===== src/hdl/plslm_pkg.sv =====
// ----------------------------------------------------------------------------
// plslm_pkg
// shared types and constants for the pinned lru slot list manager
// ----------------------------------------------------------------------------
`default_nettype none

package plslm_pkg;

    localparam int SLOT_COUNT = 128;
    localparam int SLOT_W = $clog2(SLOT_COUNT);
    localparam logic [7:0] CHAIN_END = 8'd255;

    typedef enum logic [2:0] {
        FUNC_INSERT = 3'd0,
        FUNC_TOUCH  = 3'd1,
        FUNC_DELETE = 3'd2,
        FUNC_ERASE  = 3'd3,
        FUNC_NEXT   = 3'd4,
        FUNC_READ   = 3'd5
    } func_t;

    typedef enum logic [2:0] {
        ST_OK        = 3'd0,
        ST_ALL_PIN   = 3'd1,
        ST_NO_ROOT   = 3'd2,
        ST_NOT_FOUND = 3'd3,
        ST_PINNED    = 3'd4,
        ST_INVALID   = 3'd5
    } status_t;

    typedef struct packed {
        logic [2:0] func;
        logic [7:0] slot;
        logic       pin_entry;
        logic [7:0] user_flags;
        logic [6:0] issuer_slot;
    } in_item_t;

    typedef struct packed {
        logic [2:0] status;
        logic [7:0] result_slot;
        logic       evicted;
        logic [6:0] evicted_slot;
        logic       entry_used;
        logic       entry_pinned;
        logic [7:0] entry_flags;
        logic [6:0] entry_parent;
    } out_item_t;

    // per-slot record: link, used, pinned, flags, parent
    typedef struct packed {
        logic [7:0] link;
        logic       used;
        logic       pinned;
        logic [7:0] flags;
        logic [6:0] parent;
    } entry_t;

    localparam int ENTRY_W = $bits(entry_t);

    function automatic logic slot_ok(input logic [7:0] s);
        return (s != 8'd0) && (32'(s) < SLOT_COUNT);
    endfunction

    function automatic entry_t reset_entry(input logic [SLOT_W-1:0] a);
        entry_t e;
        e = '0;
        if ((a == '0) || (32'(a) == SLOT_COUNT - 1))
            e.link = CHAIN_END;
        else
            e.link = 8'(a) + 8'd1;
        return e;
    endfunction

endpackage

`default_nettype wire


===== src/hdl/plslm_if.sv =====
// ----------------------------------------------------------------------------
// plslm_if
// valid/ready channel carrying one item
// ----------------------------------------------------------------------------
`default_nettype none

interface plslm_in_if;
    logic                valid;
    logic                ready;
    plslm_pkg::in_item_t payload;
    modport source (output valid, output payload, input ready);
    modport sink   (input valid, input payload, output ready);
endinterface

interface plslm_out_if;
    logic                 valid;
    logic                 ready;
    plslm_pkg::out_item_t payload;
    modport source (output valid, output payload, input ready);
    modport sink   (input valid, input payload, output ready);
endinterface

`default_nettype wire


===== src/hdl/plslm_ram.sv =====
// ----------------------------------------------------------------------------
// plslm_ram
// generic single port ram with registered read
// ----------------------------------------------------------------------------
`default_nettype none

module plslm_ram #(
    parameter int WIDTH = 8,
    parameter int DEPTH = 16
) (
    input  wire logic                     clk,
    input  wire logic                     we,
    input  wire logic [$clog2(DEPTH)-1:0] addr,
    input  wire logic [WIDTH-1:0]         wdata,
    output logic      [WIDTH-1:0]         rdata
);

    logic [WIDTH-1:0] mem [DEPTH];

    always_ff @(posedge clk)
    begin
        if (we)
            mem[addr] <= wdata;
        rdata <= mem[addr];
    end

endmodule

`default_nettype wire


===== src/hdl/plslm_seq.sv =====
// ----------------------------------------------------------------------------
// plslm_seq
// sequencer: walks the chains through the shared entry memory port
// ----------------------------------------------------------------------------
`default_nettype none

module plslm_seq (
    input  wire logic       clk,
    input  wire logic       rst_n,
    plslm_in_if.sink        in_ch,
    plslm_out_if.source     out_ch
);

    localparam int AW = plslm_pkg::SLOT_W;
    localparam logic [7:0] END = plslm_pkg::CHAIN_END;

    typedef enum logic [13:0] {
        S_CLEAR   = 14'b00000000000001,
        S_IDLE    = 14'b00000000000010,
        S_DECODE  = 14'b00000000000100,
        S_TGT     = 14'b00000000001000,
        S_VWALK   = 14'b00000000010000,
        S_UWALK   = 14'b00000000100000,
        S_UFIX    = 14'b00000001000000,
        S_RELW    = 14'b00000010000000,
        S_PUSHW   = 14'b00000100000000,
        S_ALLOCR  = 14'b00001000000000,
        S_ALLOCW  = 14'b00010000000000,
        S_OUT     = 14'b00100000000000,
        S_RDWAIT  = 14'b01000000000000,
        S_WAIT    = 14'b10000000000000
    } state_t;

    // what to do after the used-chain unlink finishes
    typedef enum logic [1:0] {
        AFT_TOUCH = 2'd0,
        AFT_DEL   = 2'd1,
        AFT_EVICT = 2'd2
    } after_t;

    state_t state_reg, state_next;
    after_t after_reg, after_next;
    plslm_pkg::in_item_t  item_reg, item_next;
    plslm_pkg::out_item_t res_reg, res_next;
    logic [7:0] used_head_reg, used_head_next;
    logic [7:0] free_head_reg, free_head_next;
    logic [7:0] cur_reg, cur_next;
    logic [7:0] prev_reg, prev_next;
    logic [7:0] victim_reg, victim_next;
    logic [7:0] tgt_reg, tgt_next;
    logic [7:0] steps_reg, steps_next;
    logic [AW:0] clr_reg, clr_next;
    logic        out_valid_reg, out_valid_next;

    logic                          we;
    logic [AW-1:0]                 addr;
    plslm_pkg::entry_t             wdata;
    plslm_pkg::entry_t             rdata;
    logic [plslm_pkg::ENTRY_W-1:0] rdata_raw;

    assign rdata = plslm_pkg::entry_t'(rdata_raw);

    plslm_ram #(
        .WIDTH (plslm_pkg::ENTRY_W),
        .DEPTH (plslm_pkg::SLOT_COUNT)
    ) u_ram (
        .clk   (clk),
        .we    (we),
        .addr  (addr),
        .wdata (wdata),
        .rdata (rdata_raw)
    );

    assign in_ch.ready    = (state_reg == S_IDLE);
    assign out_ch.valid   = out_valid_reg;
    assign out_ch.payload = res_reg;

    always_ff @(posedge clk or negedge rst_n)
    begin
        if (!rst_n)
        begin
            state_reg     <= S_CLEAR;
            after_reg     <= AFT_TOUCH;
            used_head_reg <= END;
            free_head_reg <= 8'd1;
            clr_reg       <= '0;
            out_valid_reg <= 1'b0;
        end
        else
        begin
            state_reg     <= state_next;
            after_reg     <= after_next;
            used_head_reg <= used_head_next;
            free_head_reg <= free_head_next;
            clr_reg       <= clr_next;
            out_valid_reg <= out_valid_next;
        end
    end

    always_ff @(posedge clk)
    begin
        item_reg   <= item_next;
        res_reg    <= res_next;
        cur_reg    <= cur_next;
        prev_reg   <= prev_next;
        victim_reg <= victim_next;
        tgt_reg    <= tgt_next;
        steps_reg  <= steps_next;
    end

    always_comb
    begin
        state_next     = state_reg;
        after_next     = after_reg;
        item_next      = item_reg;
        res_next       = res_reg;
        used_head_next = used_head_reg;
        free_head_next = free_head_reg;
        cur_next       = cur_reg;
        prev_next      = prev_reg;
        victim_next    = victim_reg;
        tgt_next       = tgt_reg;
        steps_next     = steps_reg;
        clr_next       = clr_reg;
        out_valid_next = out_valid_reg;
        we             = 1'b0;
        addr           = cur_reg[AW-1:0];
        wdata          = rdata;

        unique case (state_reg)
            S_CLEAR:
            begin
                we    = 1'b1;
                addr  = clr_reg[AW-1:0];
                wdata = plslm_pkg::reset_entry(clr_reg[AW-1:0]);
                clr_next = clr_reg + 1'b1;
                if (32'(clr_reg) == plslm_pkg::SLOT_COUNT - 1)
                begin
                    used_head_next = END;
                    free_head_next = 8'd1;
                    if (out_valid_reg && !out_ch.ready)
                        state_next = S_WAIT;
                    else
                        state_next = S_IDLE;
                end
            end

            S_IDLE:
            begin
                addr = in_ch.payload.slot[AW-1:0];
                if (in_ch.valid)
                begin
                    item_next = in_ch.payload;
                    res_next  = '0;
                    res_next.result_slot = END;
                    state_next = S_DECODE;
                end
            end

            S_DECODE:
            begin
                // rdata holds the entry at item slot
                steps_next = '0;
                prev_next  = END;
                cur_next   = used_head_reg;
                tgt_next   = item_reg.slot;
                case (item_reg.func)
                    plslm_pkg::FUNC_INSERT:
                    begin
                        if (!plslm_pkg::slot_ok(used_head_reg) && !item_reg.pin_entry)
                        begin
                            res_next.status = plslm_pkg::ST_NO_ROOT;
                            state_next = S_OUT;
                        end
                        else if (!plslm_pkg::slot_ok(free_head_reg))
                        begin
                            victim_next = END;
                            state_next  = S_VWALK;
                        end
                        else
                        begin
                            cur_next   = free_head_reg;
                            state_next = S_ALLOCR;
                        end
                    end
                    plslm_pkg::FUNC_TOUCH, plslm_pkg::FUNC_DELETE:
                    begin
                        res_next.result_slot = item_reg.slot;
                        if (!plslm_pkg::slot_ok(item_reg.slot))
                        begin
                            res_next.status = plslm_pkg::ST_INVALID;
                            state_next = S_OUT;
                        end
                        else if (rdata.pinned)
                        begin
                            res_next.status = plslm_pkg::ST_PINNED;
                            state_next = S_OUT;
                        end
                        else if (!rdata.used)
                        begin
                            res_next.status = plslm_pkg::ST_NOT_FOUND;
                            state_next = S_OUT;
                        end
                        else
                        begin
                            after_next = (item_reg.func == plslm_pkg::FUNC_TOUCH) ?
                                         AFT_TOUCH : AFT_DEL;
                            state_next = S_UWALK;
                        end
                    end
                    plslm_pkg::FUNC_ERASE:
                    begin
                        clr_next       = '0;
                        out_valid_next = 1'b1;
                        state_next     = S_CLEAR;
                    end
                    plslm_pkg::FUNC_NEXT:
                    begin
                        if (item_reg.slot == 8'd0)
                            res_next.result_slot = used_head_reg;
                        else if (plslm_pkg::slot_ok(item_reg.slot) && rdata.used)
                            res_next.result_slot = rdata.link;
                        state_next = S_OUT;
                    end
                    plslm_pkg::FUNC_READ:
                    begin
                        res_next.result_slot = item_reg.slot;
                        if (!plslm_pkg::slot_ok(item_reg.slot))
                            res_next.status = plslm_pkg::ST_INVALID;
                        else
                        begin
                            res_next.entry_used   = rdata.used;
                            res_next.entry_pinned = rdata.pinned;
                            res_next.entry_flags  = rdata.flags;
                            res_next.entry_parent = rdata.parent;
                        end
                        state_next = S_OUT;
                    end
                    default:
                        state_next = S_OUT;
                endcase
            end

            // victim search: even step issues the read of cur, odd step checks it
            S_VWALK:
            begin
                if (steps_reg[0] == 1'b0)
                begin
                    if (!plslm_pkg::slot_ok(cur_reg))
                    begin
                        if (!plslm_pkg::slot_ok(victim_reg))
                        begin
                            res_next.status = plslm_pkg::ST_ALL_PIN;
                            state_next = S_OUT;
                        end
                        else
                        begin
                            tgt_next   = victim_reg;
                            after_next = AFT_EVICT;
                            cur_next   = used_head_reg;
                            prev_next  = END;
                            steps_next = '0;
                            state_next = S_UWALK;
                        end
                    end
                    else
                        steps_next = steps_reg + 8'd1;
                end
                else
                begin
                    if (!rdata.pinned)
                        victim_next = cur_reg;
                    cur_next   = rdata.link;
                    steps_next = steps_reg + 8'd1;
                end
            end

            S_TGT:
                state_next = S_UWALK;

            // unlink walk over the used chain; even step issues, odd step checks
            S_UWALK:
            begin
                if (steps_reg[0] == 1'b0)
                begin
                    if (!plslm_pkg::slot_ok(cur_reg))
                        state_next = S_RELW;
                    else
                        steps_next = steps_reg + 8'd1;
                end
                else if (cur_reg == tgt_reg)
                begin
                    if (prev_reg == END)
                    begin
                        used_head_next = rdata.link;
                        state_next     = S_RELW;
                    end
                    else
                    begin
                        victim_next = rdata.link;
                        cur_next    = prev_reg;
                        state_next  = S_UFIX;
                    end
                end
                else
                begin
                    prev_next  = cur_reg;
                    cur_next   = rdata.link;
                    steps_next = steps_reg + 8'd1;
                end
            end

            // read prev, then link it past the target
            S_UFIX:
            begin
                if (steps_reg[0] == 1'b1)
                    steps_next = steps_reg + 8'd1;
                else
                begin
                    we         = 1'b1;
                    wdata      = rdata;
                    wdata.link = victim_reg;
                    state_next = S_RELW;
                end
            end

            // release or relink of the target
            S_RELW:
            begin
                addr = tgt_reg[AW-1:0];
                if (steps_reg[0] == 1'b1 || steps_reg == 8'hff)
                begin
                    steps_next = 8'd0;
                end
                else if (after_reg == AFT_TOUCH)
                    state_next = S_PUSHW;
                else
                begin
                    // read of tgt is registered; write next cycle
                    state_next = S_PUSHW;
                end
            end

            S_PUSHW:
            begin
                addr = tgt_reg[AW-1:0];
                we   = 1'b1;
                wdata = rdata;
                if (after_reg == AFT_TOUCH)
                begin
                    wdata.link     = used_head_reg;
                    used_head_next = tgt_reg;
                    state_next     = S_OUT;
                end
                else
                begin
                    wdata.used     = 1'b0;
                    wdata.pinned   = 1'b0;
                    wdata.link     = free_head_reg;
                    free_head_next = tgt_reg;
                    if (after_reg == AFT_EVICT)
                    begin
                        res_next.evicted      = 1'b1;
                        res_next.evicted_slot = tgt_reg[6:0];
                        cur_next              = tgt_reg;
                        state_next            = S_ALLOCR;
                    end
                    else
                        state_next = S_OUT;
                end
            end

            S_ALLOCR:
                state_next = S_ALLOCW;

            S_ALLOCW:
            begin
                we             = 1'b1;
                wdata.link     = used_head_reg;
                wdata.used     = 1'b1;
                wdata.pinned   = item_reg.pin_entry;
                wdata.flags    = item_reg.user_flags;
                wdata.parent   = item_reg.pin_entry ? cur_reg[6:0] : item_reg.issuer_slot;
                free_head_next = rdata.link;
                used_head_next = cur_reg;
                res_next.result_slot = cur_reg;
                state_next     = S_OUT;
            end

            S_OUT:
            begin
                out_valid_next = 1'b1;
                state_next     = S_WAIT;
            end

            S_RDWAIT:
                state_next = S_IDLE;

            S_WAIT:
            begin
                if (out_ch.ready)
                begin
                    out_valid_next = 1'b0;
                    state_next     = S_IDLE;
                end
            end

            default:
                state_next = S_IDLE;
        endcase

        if (out_valid_reg && out_ch.ready && state_reg != S_WAIT)
            out_valid_next = 1'b0;
    end

endmodule

`default_nettype wire


===== src/hdl/pinned_lru_slot_list_manager_core.sv =====
// ----------------------------------------------------------------------------
// pinned_lru_slot_list_manager_core
// lru slot list manager with pinned entries over one entry memory
// ----------------------------------------------------------------------------
// flow: read, next, erase and rejected items give their result straight after
// decode, a plain insert after reading and writing the free head; touch, delete
// and evicting insert walk the used chain with a read and a check per visited
// entry, an evicting insert walking it for the victim and again to unlink it
// throughput: one item at a time, the next item is taken after the result is taken
// reset: a clearing pass over all SLOT_COUNT entries runs before the first item;
// erase all runs the same pass
`default_nettype none

module pinned_lru_slot_list_manager_core (
    input  wire logic   clk,
    input  wire logic   rst_n,
    plslm_in_if.sink    in_ch,
    plslm_out_if.source out_ch
);

    plslm_seq u_seq (
        .clk    (clk),
        .rst_n  (rst_n),
        .in_ch  (in_ch),
        .out_ch (out_ch)
    );

    a_no_ready_while_out: assert property (@(posedge clk) disable iff (!rst_n)
        out_ch.valid && !out_ch.ready |-> !in_ch.ready)
        else $error("input taken while a result waits");

    a_out_after_take: assert property (@(posedge clk) disable iff (!rst_n)
        out_ch.valid && out_ch.ready |=> !out_ch.valid)
        else $error("result repeated");

    a_status_range: assert property (@(posedge clk) disable iff (!rst_n)
        out_ch.valid |-> out_ch.payload.status <= 3'd5)
        else $error("bad status");

endmodule

`default_nettype wire

===== src/flat_wrapper.sv =====
// flat-port wrapper written by rule: the top's interface ports become plain ports
module pinned_lru_slot_list_manager_core_flat 
  (clk, rst_n, in_ch_valid, in_ch_payload, in_ch_ready, out_ch_valid, out_ch_payload, out_ch_ready);
  plslm_in_if in_ch_i ();
  plslm_out_if out_ch_i ();
  input  wire logic clk;
  input  wire logic rst_n;
  input wire logic [$bits(in_ch_i.valid)-1:0] in_ch_valid;
  input wire logic [$bits(in_ch_i.payload)-1:0] in_ch_payload;
  output wire logic [$bits(in_ch_i.ready)-1:0] in_ch_ready;
  output wire logic [$bits(out_ch_i.valid)-1:0] out_ch_valid;
  output wire logic [$bits(out_ch_i.payload)-1:0] out_ch_payload;
  input wire logic [$bits(out_ch_i.ready)-1:0] out_ch_ready;
  assign in_ch_i.valid = in_ch_valid;
  assign in_ch_i.payload = in_ch_payload;
  assign in_ch_ready = in_ch_i.ready;
  assign out_ch_valid = out_ch_i.valid;
  assign out_ch_payload = out_ch_i.payload;
  assign out_ch_i.ready = out_ch_ready;
  pinned_lru_slot_list_manager_core u_core (.clk(clk), .rst_n(rst_n), .in_ch(in_ch_i), .out_ch(out_ch_i));
endmodule

===== config.mk =====
export PLATFORM = sky130hd
export DESIGN_NAME = pinned_lru_slot_list_manager_core_flat
export DESIGN_NICKNAME = d
export VERILOG_FILES = /design/src/hdl/plslm_pkg.sv /design/src/hdl/plslm_if.sv /design/src/hdl/plslm_ram.sv /design/src/hdl/plslm_seq.sv /design/src/hdl/pinned_lru_slot_list_manager_core.sv /design/src/flat_wrapper.sv
export SDC_FILE = /design/constraint.sdc
export NUM_CORES = 2
export LEC_CHECK = 0
export ABC_CLOCK_PERIOD_IN_PS = 10700
export BUFFER_PORTS_ARGS = -buffer_cell sky130_fd_sc_hd__buf_2
export CAP_MARGIN = 15
export CORE_MARGIN = 10
export CORE_UTILIZATION = 46
export CTS_CLUSTER_SIZE = 28
export DETAILED_ROUTE_END_ITERATION = 16
export PLACE_DENSITY_LB_ADDON = 0.12
export SYNTH_ARGS = -nofsm -noshare
export SYNTH_HDL_FRONTEND = slang
export SYNTH_SLANG_ARGS = --single-unit

===== constraint.sdc =====
create_clock -name clk -period 10.7 [get_ports clk]
set_input_delay 1.07 -clock clk [delete_from_list [all_inputs] [get_ports clk]]
set_output_delay 1.07 -clock clk [all_outputs]
set_load 0.005 [all_outputs]

==> results.cfg <==
[synth]
yosysTopAreaCell = edfxtp_1
synthSimpleGateAreaFrac_pct = 6.09
synth_area_leaders = edfxtp_1, mux2i_1, nand2_1
synth_top_cell_area_share_pct = 75.8
yosys_warnings = 0
synthesis.area_mm2 = 0.131
post-synth-top-count-cell = edfxtp_1
syn_avg_cell_area_um2 = 16.1
synth_edf_count = 3303
ys_seq_area_share_pct = 77.0
synth_top_family_by_area = multiplexers
synthesis.instances = 8125
synth_compound_area_share_pct = 6.12
synth_nets = 8160
post_synth_xor_area_fraction_pct = 0.147
yosysUniqueCellTypes = 75
synth_mux_area_share_pct = 9.06
synthFlopType = edfxtp_1
synth-seq-cells = 3367
async_flop_share_pct = 1.16
ys_top_cells_by_count = edfxtp_1, nand2_1, mux2i_1
synth_fa_ha_area_share_pct = 0.0383

[timing]
holdWs_ns = 0.267
finClkSkew_ns = 0.0739
rsz0062_at_grt = false
fin_tns_setup_ns = 0
post-route-min-period_ns = 6.93
slew_headroom_pct = 8.87
fin_crit_sh_pct = 64.8
hold_viol = 0
worstMarginPinSlew_ns = 1.37
setup_viol = 0
fmax_ghz = 0.144
drv_slew = 0

[detailed_routing]
totalWireLength_um = 411000
vias = 76300
first_iter_violations = 10500
firstDrtPassIters = 7
via_per_inst = 6.15
drc = 0
post_drt_wl_per_cell_um = 33.1
antenna_left = 0

[global_routing]
antenna_found_initial = 21
grt.overflow.total = 0
grt_first_pass_wirelength_um = 572000
grt_max_degree = 129
grt_util_all_layers_pct = 25.9
grt_pass1_vias = 73100

[layout]
fillCellCount = 22900
syn_to_final_growth_pct = 13.6
design_area_mm2 = 0.149
largest_register_ffs = 3200
drive_above_1_share_pct = 13.7
nets = 8419

[place]
place_congestion = 0.862
placed_cell_area_mm2 = 0.138
io_buffer_count = 68
place_hpwl_um = 233000

[clock_tree]
cts_buffers = 352
clkTransAtPathRegs_ns = 0.06
postCtsSetupBuffers = 0
cts_tree = built
cts_hold_buffers = 0
clockRootBuffer = clkbuf_16
post_cts_resized = 0
cts_sinks = 3367
clock_latency_ns = 0.95
cts_buffer_depth = 4
htreeDepth = 5

[setup_path]
crit_type = flip-flop to flip-flop
end_kind = flip-flop
startpoint_type = flip-flop
cp.required_ns = 11.45
arrival_ns = 7.68
reg2regPathDepth = 12
path_max_fanout = 85

[die]
start_util_pct = 46.3
die_height_um = 553
dieArea_mm2 = 0.306
pin_count = 69
rows = 195
coreArea_mm2 = 0.283
die_w_um = 553

[power]
ir_worst_vdd_mv = 0.414
leakagePower_uw = 0.0499
pwr_density_cell_mw_per_mm2 = 318
finalPower_uw = 47300

[run]
drv_cap = 0

[status]
status = finished, final reports clean

[worst_hold_path]
hold_class = input pin to async pin
area by class of cell:
type	instances	area, um^2	area share, %
sequential	3367	101000	67.7
multi-input combinational	4270	29300	19.7
clock buffer	448	9340	6.28
tap	3743	4680	3.15
timing repair buffer	379	2930	1.97
clock inverter	180	1600	1.07
inverter	14	52.6	0.0354
antenna	14	35.0	0.0236
critical path, stage by stage (launching register included):
cell and delay, ns:
dfrtp_1 0.46, nor4_1 0.51, nand3_1 0.40, o21ai_0 0.46, and2_4 0.76, buf_12 0.47
buf_4 0.73, mux2i_1 0.26, o22ai_1 0.12, nor4_1 0.90, nand3_1 0.28, a21oi_1 0.98
a311oi_1 0.11
final timing paths:
path | startpoint | to | slack (ns)
worst max register to register | u_core.u_seq.state_reg[10] | u_core.u_seq.u_ram.rdata[5] | 3.77
max in group asynchronous | rst_n | u_core.u_seq.clr_reg[7] | 9.79
worst min-delay path | rst_n | u_core.u_seq.after_reg[1] | 0.27
worst max-delay path | u_core.u_seq.state_reg[10] | u_core.u_seq.u_ram.rdata[5] | 3.77
worst min register to register | u_core.u_seq.state_reg[13] | u_core.u_seq.state_reg[10] | 0.51
min in group clk | in_ch_payload[25] | u_core.u_seq.item_reg[25] | 0.30
where the power goes:
| part | leakage, uW | total, uW | internal, uW | switching (uW) |
|---|---|---|---|---|
| registers | 0.0303 | 17100 | 16800 | 371 |
| clock network | 0.00535 | 11700 | 6630 | 5120 |
| logic | 0.0142 | 18400 | 5100 | 13300 |
cells in the final DEF (no fill, tap or decap), types with 16 or more instances in the layout:
master,synthesis,layout
buf_12,0,19
buf_2,138,78
bufinv_16,0,18
edfxtp_1,3303,3303
clkinv_1,0,70
nor2_4,0,30
a221oi_1,52,51
dfrtp_1,29,29
a311oi_1,25,25
buf_4,6,278
or4_1,29,29
a2111oi_0,28,26
nor2_2,1,99
o22ai_1,469,469
o21ai_0,106,97
and3_1,34,32
mux4_2,73,73
nand3_1,87,75
mux2i_1,1014,1014
clkbuf_1,292,85
nand2_1,1129,1120
clkinv_2,0,63
dfxtp_1,25,25
nor2_1,192,64
a21oi_1,555,553
and2_1,29,28
nor4_2,0,36
nand2b_1,21,16
clkbuf_16,0,357
nor3_1,46,40
nor4_1,183,146
metrics by stage:
step | setup WS [ns] | util (%) | cells
2_1_floorplan | 2.68 | - | 8125
3_3_place_gp | 3.45 | 48.6 | 11700
3_5_place_dp | 3.85 | 48.7 | 11800
4_1_cts | 3.83 | 52.6 | 12400
5_1_grt | 3.60 | 52.6 | 12400
6_report | 3.77 | 52.6 | 12400
cells by family after synthesis:
kind of cell	Yosys count
buf+inv	488
flops	3367
compound gates	1337
fa+ha+maj	4
xor+xnor	22
simple gates	1815
mux	1092
per-layer routing:
metal | vias up | GRT usage [%] | part of all wire [%]
met4 | 10 | 9.50 | 4.0
met1 | 39700 | 36.5 | 41
met3 | 670 | 5.18 | 9.1
li1 | 32300 | - | -
met2 | 3587 | 40.0 | 46
met5 | - | 0 | 0.014
No activity file was read; power rests on OpenSTA's default activity.
